==> config.mk <==
export PLATFORM = sky130hd
export DESIGN_NAME = cml_ram
export DESIGN_NICKNAME = d
export VERILOG_FILES = /design/src/rtl/cml_ram.sv
export SDC_FILE = /design/constraint.sdc
export NUM_CORES = 2
export LEC_CHECK = 0
export BUFFER_PORTS_ARGS = -buffer_cell sky130_fd_sc_hd__buf_2
export CELL_PAD_IN_SITES_DETAIL_PLACEMENT = 1
export CELL_PAD_IN_SITES_GLOBAL_PLACEMENT = 1
export CORE_UTILIZATION = 60
export DETAILED_ROUTE_END_ITERATION = 16
export HOLD_SLACK_MARGIN = 0.1
export PLACE_DENSITY_LB_ADDON = 0.1
export SYNTH_ARGS = -nofsm -noshare
export SYNTH_HDL_FRONTEND = slang
export SYNTH_SLANG_ARGS = --single-unit
==> constraint.sdc <==
create_clock -name clk -period 20.6 [get_ports clk]
set_clock_uncertainty 0.2 [all_clocks]
set_input_delay 4.12 -clock clk [delete_from_list [all_inputs] [get_ports clk]]
set_output_delay 4.12 -clock clk [all_outputs]
set_load 0.01 [all_outputs]
==> src/rtl/cml_ram.sv <==
// generic single write port, single read port ram with registered read
// no dependencies
`default_nettype none

module cml_ram #(
    parameter int WIDTH = 64,
    parameter int DEPTH = 64,
    parameter int AW    = (DEPTH > 1) ? $clog2(DEPTH) : 1
) (
    input  wire logic             clk,
    input  wire logic             wr_en,
    input  wire logic [AW-1:0]    wr_addr,
    input  wire logic [WIDTH-1:0] wr_data,
    input  wire logic             rd_en,
    input  wire logic [AW-1:0]    rd_addr,
    output logic      [WIDTH-1:0] rd_data
);

    logic [WIDTH-1:0] mem [DEPTH];

    always_ff @(posedge clk) begin
        if (wr_en) begin
            mem[wr_addr] <= wr_data;
        end
        if (rd_en) begin
            rd_data <= mem[rd_addr];
        end
    end

endmodule

`default_nettype wire

==> results by group <==
Logic synthesis
  – Commonest cells post-synth: 4160 x edfxtp_1, 1024 x mux4_2, 170 x buf_2
  – EDFF count, synth: 4160
  – Synth warnings: 0
  – Sequential fraction of the synthesis area: 79.6%
  – Synth top area share: 79.6%
  – Area contributors post-synth: edfxtp_1 80%, mux4_2 15%, mux2i_1 0.86%
  – Post-synth cell types: 32
  – Syn nets: 6677
  – Post-synthesis register bit count: 4160
  – Post-Synthesis Cells: 6598
  – Cell with the most instances after synthesis: edfxtp_1
  – Post-synth top area cell: edfxtp_1
  – FFs w/ async S/R, synth: 0%
  – Post-synthesis cell area: 0.157 mm2
  – Synth Flop Type: edfxtp_1
  – Syn avg cell area: 23.8 um2

Global routing
  – Overflow after GRT: 0
  – All-layer global routing usage: 35.6%
  – Pin count of the biggest net entering global routing: 111
  – First-pass GRT wire length: 640 mm
  – Vias in the first global route: 80400
  – Number of antenna violations at the first check in global routing: 43

Die
  – IO Pins: 143
  – Die H: 514 um
  – Placement Rows: 187
  – Die width: 514 um
  – Starting Density: 60.4%
  – Die area: 0.264 mm2
  – CORE AREA: 0.260 mm2

Detailed routing
  – DR vias: 78700
  – WL/cell: 42.9 um
  – WL final: 465 mm
  – Drt initial violations: 12200
  – Antenna-violating nets left: 0
  – Drt via density: 7.25
  – DR pass1 iterations: 5
  – DRC Markers: 0

Clock network
  – Clock latency on the worst-skew pair: 0.97 ns
  – Clk root buf: clkbuf_16
  – Clock Pin Slew Worst Setup and Hold Paths: 0.06 ns
  – CTS Sinks: 4160
  – Clk buf depth: 4
  – Cts bufs inserted: 408
  – Setup Buffers After CTS: 0
  – H-Tree Depth: 5
  – CTS tree: built
  – Post-CTS Hold Buffers: 0
  – Post_cts resized: 0

Setup path
  – Endpoint class of the critical path: flip-flop
  – Critical path launch point type: input port
  – Crit Path Max Fanout: 110
  – Critical Path AT: 9.34 ns
  – Critical Path RT: 21.08 ns
  – Critical setup path kind: input port to flip-flop

Power
  – Max VDD drop: 0.0857 mV
  – PD cells: 100 mW/mm2
  – Leakage: 54.7 nW

STA
  – Ratio of final minimum period to clock period: 43.0%
  – Rel. slew slack: 5.13%
  – RSZ-0062 raised after global routing: false
  – Setup TNS: 0 ns
  – Final setup violation count: 0
  – Worst-Margin Slew: 1.42 ns
  – Final slew viol count: 0
  – Hold_ws: 0.707 ns
  – Final min period: 8.87 ns
  – Max frequency: 0.113 GHz
  – Final hold vios: 0

Outcome
  – Status: finished, final reports clean

Finish
  – P&R area growth vs syn: 11.9%
  – Share of cells above drive strength 1: 27.8%
  – Final nets: 7064

Placed design
  – PortBufs: 142
  – Dpl hpwl: 244 mm
  – Placer congestion estimate: 0.801

Flow run
  – Max_cap viols: 0

Worst hold path
  – Worst hold path type: flip-flop to flip-flop
## critical path, cell delays in order
cell and delay, ns:
buf_8 0.60, buf_4 0.74, buf_12 0.52, buf_12 0.65
buf_4 0.92, mux4_2 0.63, o221ai_1 0.30, o22ai_1 0.18
and3_1 0.19
## routing by layer
layer	GRT usage, %	vias up	wire length (um)
met5	0	-	69
met3	6.50	1032	53400
met4	14.1	12	21600
li1	-	29300	-
met2	56.3	5670	223000
met1	50.2	42600	167000
## layout make-up
type	instances	area, um2
clock buffers	498	10600
repair buffers	347	2370
diodes	33	82.6
inverters	19	71.3
flip-flops and latches	4160	125000
well taps	3496	4370
clock inverters	250	2410
multi-input cells	2049	30800
fillers	19600	84300
## kinds of logic (layout without fill, tap and decap cells)
kind of cell | Yosys count | count (layout) | synth area share, %
flip-flops | 4160 | 4160 | 79.6
multiplexers | 1159 | 1159 | 15.6
other | 0 | 33 | 0
AND/OR/NAND/NOR | 386 | 386 | 1.23
AO/OA/AOI/OAI | 504 | 504 | 2.47
buffers and inverters | 389 | 1114 | 1.18
## report_power, final
group | internal (mW) | total, mW | switching [mW]
Sequential | 9.39 | 9.43 | 0.0331
Clock | 4.18 | 7.38 | 3.20
Combinational | 0.281 | 0.788 | 0.507
## final timing paths
| path | startpoint | endpoint | slack, ns | cells past startpoint |
|---|---|---|---|---|
| max | rd_addr[1] | rd_data[14]$_DFFE_PP_ | 11.73 | 9 |
| min | mem[36][34]$_DFFE_PP_ | rd_data[34]$_DFFE_PP_ | 0.71 | 4 |
| max reg2reg | mem[10][62]$_DFFE_PP_ | rd_data[62]$_DFFE_PP_ | 17.95 | 5 |
| min reg2reg | mem[36][34]$_DFFE_PP_ | rd_data[34]$_DFFE_PP_ | 0.71 | 4 |
## metrics by stage
stage	cell area (um2)	setup slack (ns)	instances	util, %	power, mW
6_report	176000	11.73	10900	67.6	17.6
5_1_grt	176000	11.29	10800	67.5	17.9
4_1_cts	176000	11.66	10800	67.5	17.6
3_5_place_dp	163000	10.66	10100	62.5	10.4
3_3_place_gp	163000	10.70	10100	62.5	10.4
2_1_floorplan	157000	10.84	6598	-	10.0
## state kept, by name (all words and copies together), names as in the netlist
signal   flops
mem       4096
rd_data     64
## placed cells by master, fill, tap and decap left out, types with 65 or more instances in the layout
master,instances
o22ai_1,83
clkinv_2,69
edfxtp_1,4160
clkinv_1,106
mux2i_1,135
a22o_1,88
clkbuf_16,412
buf_4,199
nor2_4,65
clkbuf_1,86
buf_2,138
a22oi_1,168
mux4_2,1024
Note: power is estimated with default switching activity, not from simulation.
