--- src/rtl/cml_pkg.sv ---
// shared types and constants for the centroid match line counter
// no dependencies; imported by cml_dist, centroid_match_line_counter and the testbench
`default_nettype none

package cml_pkg;

    localparam int COORD_W = 12;
    localparam int AREA_W  = 24;
    localparam int PERIM_W = 16;
    localparam int DIST_W  = 2 * COORD_W + 1;   // sum of two squared 12-bit differences
    localparam int LIMIT_W = 2 * COORD_W;       // squared radius
    localparam int TOTAL_W = 32;
    localparam int INDEX_W = 6;
    localparam int CMD_W   = 2;
    localparam int APB_AW  = 3;
    localparam int APB_DW  = 32;

    localparam logic [CMD_W-1:0] CMD_CLEAR  = 2'd0;
    localparam logic [CMD_W-1:0] CMD_APPEND = 2'd1;
    localparam logic [CMD_W-1:0] CMD_TRACK  = 2'd2;

    // register select is paddr bit 2
    localparam logic REG_ACTIVATION_LINE = 1'b0;
    localparam logic REG_MAX_DISTANCE    = 1'b1;

    localparam logic [COORD_W-1:0] ACTIVATION_LINE_RST = 12'd240;
    localparam logic [COORD_W-1:0] MAX_DISTANCE_RST    = 12'd50;

    typedef struct packed {
        logic [COORD_W-1:0] x;
        logic [COORD_W-1:0] y;
        logic [AREA_W-1:0]  area;
        logic [PERIM_W-1:0] perim;
    } cml_entry_t;

    localparam int ENTRY_W = $bits(cml_entry_t);

    typedef enum logic [1:0] {
        ST_IDLE,
        ST_SCAN,
        ST_FETCH,
        ST_DECIDE
    } cml_state_t;

endpackage

`default_nettype wire

--- src/rtl/cml_dist.sv ---
// two-stage squared distance unit shared by every entry of a scan
// depends on cml_pkg
`default_nettype none

module cml_dist (
    input  wire logic                          clk,
    input  wire logic [cml_pkg::COORD_W-1:0]   cur_x,
    input  wire logic [cml_pkg::COORD_W-1:0]   cur_y,
    input  wire logic [cml_pkg::COORD_W-1:0]   ent_x,
    input  wire logic [cml_pkg::COORD_W-1:0]   ent_y,
    output logic      [cml_pkg::DIST_W-1:0]    dist_sq
);

    import cml_pkg::*;

    logic [COORD_W-1:0] dx_reg;
    logic [COORD_W-1:0] dy_reg;
    logic [LIMIT_W-1:0] sq_x;
    logic [LIMIT_W-1:0] sq_y;

    assign sq_x = LIMIT_W'(dx_reg) * LIMIT_W'(dx_reg);
    assign sq_y = LIMIT_W'(dy_reg) * LIMIT_W'(dy_reg);

    always_ff @(posedge clk) begin
        dx_reg  <= (cur_x > ent_x) ? (cur_x - ent_x) : (ent_x - cur_x);
        dy_reg  <= (cur_y > ent_y) ? (cur_y - ent_y) : (ent_y - cur_y);
        dist_sq <= DIST_W'(sq_x) + DIST_W'(sq_y);
    end

endmodule

`default_nettype wire

--- config.mk ---
export PLATFORM = sky130hd
export DESIGN_NAME = cml_dist
export DESIGN_NICKNAME = d
export VERILOG_FILES = /design/src/rtl/cml_pkg.sv /design/src/rtl/cml_dist.sv
export SDC_FILE = /design/constraint.sdc
export NUM_CORES = 1
export LEC_CHECK = 0
export BUFFER_PORTS_ARGS = -buffer_cell sky130_fd_sc_hd__buf_4
export CORE_UTILIZATION = 32
export DETAILED_ROUTE_END_ITERATION = 10
export PLACE_DENSITY = 0.6
export SLEW_MARGIN = 0
export SYNTH_ARGS = -nofsm -noshare
export SYNTH_HDL_FRONTEND = slang
export SYNTH_SLANG_ARGS = --single-unit
--- constraint.sdc ---
create_clock -name clk -period 8.1 [get_ports clk]
set_input_delay 0.81 -clock clk [delete_from_list [all_inputs] [get_ports clk]]
set_output_delay 0.81 -clock clk [all_outputs]
set_load 0.005 [all_outputs]
==> results.yml, run 1 <==
run_status:
  status: "finished clean"
routing:
  dr.pass1.iters: 5
  dr_total_vias: 8145
  vias_per_cell: 4.66
  finalWirelength_mm: 23.3
  drt-initial-drc-count: 383
  drtAntennaViolNets: 0
  drc: 0
  wl_per_cell_um: 13.3
floorplanning:
  fp.dieW_um: 190
  die_area_sq_um: 36100
  die_h_um: 190
  num_rows: 68
  ios: 74
  initial_core_util_pct: 32.6
  coreArea_sq_um: 34600
grt:
  antenna_found_initial: 0
  grt_overflow: 0
  grt_pass1_vias: 8620
  grt_max_degree: 16
  grt_pass1_wl_mm: 40.5
  grt_use_total_pct: 13.9
placed_design:
  dpl.hpwl_mm: 20.5
  portBuffers: 73
  gp_congestion: 0.851
clocking:
  cts_tree: "built"
  clock-sinks: 49
  clock_latency_ns: 0.31
  cts_resized: 0
  path_clk_slew_ns: 0.08
  root_buffer: "clkbuf_16"
  cts_setup_buffers: 0
  htreeDepth: 2
  hold_buffers: 0
  cts-buffers-inserted: 5
  clock_path_buffers: 2
timing:
  setup_viol: 0
  tightestPinTransition_ns: 1.19
  relSlewSlack_pct: 20.1
  rsz0062_at_grt: "false"
  fmax_mhz: 147
  fin_setup_tns_ns: 0
  min_period_over_period_pct: 84.0
  post-route-min-period_ns: 6.80
  timing.final.hold_violations: 0
  finClkSkew_ns: 0.0108
  timing.final.max_slew_violations: 0
setup_path:
  start_kind: "flop"
  r2r_end: "dist_sq[24]"
  cp.required_ns: 8.29
  critPathKind: "reg2reg"
  cp.arrival_ns: 7.00
  ff2ff_path_depth: 20
  crit_path_start: "dx_reg[3]"
  setup.worst_path.end_class: "flop"
  rr_startpoint: "dx_reg[3]"
  crit_fanout: 11
  r2r_slack_ns: 1.30
layout:
  layout_common_cells: "inv_1, fa_1, ha_1, nand2_1, buf_4"
  area_growth_pct: 9.32
  drive_gt1_share_pct: 7.03
  final_nets: 1698
  num_antenna_cells: 0
  largest_reg_flops: 25
  final_common_cell: "inv_1"
synth:
  avgSynthCellArea_sq_um: 8.98
  yosys_most_used_dff: "dfxtp_1"
  synthCells: 1259
  syn-cell-area_sq_um: 11300
  syn-num-nets: 1664
  synth_enable_flop_cells: 0
  ys_ff_latch: 49
  async_flop_share_pct: 0
  yosys.cell_types.count: 54
  ys_seq_area_share_pct: 8.68
  ys_warn_count: 0
hold_path:
  hold_path_startpoint: "dx_reg[0]"
  hold_end: "dist_sq[1]"
  whs_path_depth: 1
  min_path_type: "reg2reg"
job:
  cap_violations: 0
[worst max-delay path, cell delays in order (launching register included)]
cell	delay, ns
dfxtp_1	0.58
inv_1	0.24
nor2_1	0.26
fa_1	0.45
inv_1	0.09
fa_1	0.45
fa_1	0.55
inv_1	0.05
fa_1	0.48
fa_1	0.50
fa_1	0.49
inv_1	0.06
fa_1	0.48
inv_1	0.04
ha_1	0.35
a211oi_1	0.25
nor2_1	0.11
o31ai_1	0.49
a31oi_4	0.22
mux2i_1	0.17
a2111oi_1	0.38
[synthesized netlist by cell type (3+ instances only)]
cell type / count / area (sq um)
a211oi_1: 7 / 52.6
a21boi_1: 3 / 22.5
a21o_1: 17 / 128
a21oi_1: 46 / 230
a31oi_1: 7 / 43.8
and2_1: 62 / 388
and3_1: 5 / 31.3
buf_2: 13 / 65.1
clkbuf_1: 30 / 113
dfxtp_1: 49 / 981
fa_1: 204 / 4080
ha_1: 152 / 1900
inv_1: 325 / 1220
mux2i_1: 24 / 240
nand2_1: 92 / 345
nand2b_1: 14 / 87.6
nand3_1: 11 / 55.1
nand4_1: 6 / 37.5
nor2_1: 42 / 158
nor2b_1: 6 / 37.5
nor3_1: 8 / 40.0
nor4_1: 3 / 18.8
o211ai_1: 4 / 30.0
o21a_1: 8 / 60.1
o21ai_0: 31 / 155
o21ai_1: 6 / 30.0
o21bai_1: 3 / 22.5
o31ai_1: 4 / 30.0
o41ai_1: 4 / 35.0
or3_1: 3 / 18.8
xnor2_1: 16 / 140
xor2_1: 26 / 228
[metal layers]
metal	share of wire [%]	routed length [um]	up-vias	GRT usage (%)
li1	-	-	3901	-
met1	42	9850	4094	17.4
met2	53	12400	134	25.5
met3	3.4	787	16	1.66
met4	1.1	262	0	2.48
met5	0	0	-	0
[logic make-up after synthesis]
logic type,share of synthesized area (%)
XOR/XNOR,3.25
AND/OR/NAND/NOR,11.5
buffers and inverters,12.6
adder cells (fa/ha/maj),52.9
flip-flops,8.68
AO/OA/AOI/OAI,8.84
multiplexers,2.12
[cell type report]
cell class | count | area (sq um)
clock inverters | 2 | 15.0
clock buffers | 6 | 129
multi-input cells | 839 | 8900
repair buffers | 73 | 548
inverters | 325 | 1220
flip-flops and latches | 49 | 981
well taps | 455 | 569
fillers | 3548 | 22300
[through the flow]
stage                     cells  hold slack, ns  worst slack, ns  utilization, %  area, sq um
after global placement     1741           0.712             1.50            35.3        12200
after global routing       1749           0.791            0.813            35.7        12400
final                      1749           0.754             1.30            35.7        12400
after floorplan            1259           0.468             1.96               -        11300
after CTS                  1749           0.740             1.24            35.7        12400
after detailed placement   1741           0.733             1.30            35.3        12200
[worst max-delay path by stage]
stage | slack (ns) | to | depth (start not counted)
detailed placement | 1.30 | dist_sq[24] | 20
finish | 1.30 | dist_sq[24] | 20
CTS | 1.24 | dist_sq[24] | 20
global placement | 1.50 | dist_sq[24] | 20
floorplan | 1.96 | dist_sq[24] | 21
global route | 0.81 | dist_sq[24] | 20
Power of run 1 is left out: the tool's default activity adds up to more than one toggle a clock period on the data nets, which glitch-free logic cannot reach.
==> inputs of run 2 (changes only) <==
PLACE_DENSITY = 0.61   (was 0.6)
clock period = 6.2 ns   (was 8.1 ns; I/O delays follow)
==> run 2 against run 1 <==
Compared with the run above:
- non-clock buffer count is 41 higher
- count of clock-buffer cells in the layout unchanged
- register-to-register slack got worse by 1.1 ns
- routed wire length up 1.3%
- worst hold slack lost 0.15 ns
- critical path type unchanged
- critical endpoint is now dist_sq[21]
- highest routed layer unchanged
==> results.yml, run 2 (same netlist as run 1, synthesis figures left out) <==
floorplanning:
  fp.dieW_um: 190
  die_h_um: 190
  initial_core_util_pct: 32.6
  num_rows: 68
  coreArea_sq_um: 34600
  die_area_sq_um: 36100
  ios: 74
placed_design:
  portBuffers: 73
  dpl.hpwl_mm: 20.7
  pre_cts_ws_ns: -0.179
  gp_congestion: 0.843
setup_path:
  crit_path_start: "dx_reg[8]"
  critPathKind: "reg2reg"
  cp.required_ns: 6.44
  ff2ff_path_depth: 22
  start_kind: "flop"
  setup.worst_path.end_class: "flop"
  crit_fanout: 8
  rr_startpoint: "dx_reg[8]"
  cp.arrival_ns: 6.25
hold_path:
  hold_path_startpoint: "ent_x[0]"
  whs_path_depth: 3
  min_path_type: "in2reg"
timing:
  setup_slack_ns: 0.190
  timing.final.max_slew_violations: 0
  tightestPinTransition_ns: 1.19
  finClkSkew_ns: 0.00767
  post-route-min-period_ns: 6.01
  fmax_mhz: 166
  rsz0062_at_grt: "true"
  setup_viol: 0
  min_period_over_period_pct: 96.9
  relSlewSlack_pct: 20.1
  timing.final.hold_violations: 0
grt:
  grt_pass1_wl_mm: 40.6
  grt_max_degree: 16
  antenna_found_initial: 0
  grt_pass1_vias: 8788
  grt_overflow: 0
  grt_use_total_pct: 13.9
routing:
  drt-initial-drc-count: 265
  drtAntennaViolNets: 0
  wl_per_cell_um: 13.2
  dr.pass1.iters: 5
  drc: 0
  finalWirelength_mm: 23.6
  vias_per_cell: 4.60
  dr_total_vias: 8230
layout:
  layout_common_cells: "inv_1, fa_1, ha_1, buf_4, nand2_1"
  area_growth_pct: 13.8
  final_nets: 1739
  fillCellCount: 3529
  num_antenna_cells: 0
  drive_gt1_share_pct: 13.6
  largest_reg_flops: 25
  final_common_cell: "inv_1"
  multiInputGateArea_sq_um: 9030
  regArea_sq_um: 1030
clocking:
  clock_path_buffers: 2
  clock-sinks: 49
  cts-buffers-inserted: 5
  clock_latency_ns: 0.31
  htreeDepth: 2
  cts_tree: "built"
  path_clk_slew_ns: 0.08
  root_buffer: "clkbuf_16"
  hold_buffers: 0
run_status:
  status: "finished clean"
job:
  cap_violations: 0
==> run 2: cell types whose count changed in the layout (fill, tap and decap cells not counted), moves of 4 or more <==
cell	delta
buf_4	+37
buf_6	+4
dfxtp_4	+10
fa_2	+4
fa_1	-4
dfxtp_2	+13
dfxtp_1	-23
==> run 2: path summary, 6_finish.rpt <==
path,end,slack (ns)
max reg2reg,dist_sq[21],0.19
min,dx_reg[0],0.61
min reg2reg,dist_sq[0],0.71
max,dist_sq[21],0.19
==> run 2: repair_timing <==
action	CTS	global route
setup buffers	0	2
resized for setup	12	54
endpoints found under the setup margin	6	8
pin swaps	2	15
==> run 2: layer usage <==
metal,vias up,routed length [um],global-route usage (%)
met5,-,0,0
met4,0,411,3.13
met1,4098,10300,17.5
li1,3987,-,-
met3,28,767,1.81
met2,117,12100,25.2
==> run 2: cell type report <==
cell class / instances / share of cell area (%)
multi-input cells: 839 / 70.2
inverters: 325 / 9.48
flip-flops and latches: 49 / 8.04
repair buffers: 114 / 6.77
well taps: 455 / 4.42
clock buffers: 6 / 1.00
clock inverters: 2 / 0.117
==> run 2: worst max-delay path: stages, from the launching register on <==
cell	delay (ns)
dfxtp_2	0.35
buf_6	0.15
inv_1	0.09
fa_1	0.55
inv_1	0.06
fa_1	0.50
inv_1	0.05
fa_1	0.48
inv_1	0.05
fa_1	0.48
fa_1	0.51
fa_1	0.49
inv_1	0.05
fa_1	0.51
inv_1	0.05
ha_1	0.29
nand2_1	0.17
nor2_2	0.08
a211oi_2	0.28
buf_4	0.17
nand2_1	0.06
o41ai_2	0.36
xnor2_1	0.16
==> run 2: per-stage QoR <==
stage               TNS, ns  util [%]  hold WS [ns]  std cells  area, sq um
floorplan                 0         -         0.468       1259        11300
CTS                       0      36.6         0.610       1788        12700
finish                    0      37.2         0.607       1790        12900
global placement     -0.212      36.1         0.755       1780        12500
detailed placement   -0.488      36.1         0.760       1780        12500
global route        -0.0456      37.2         0.614       1790        12900
Power of run 2 is left out for the same reason.
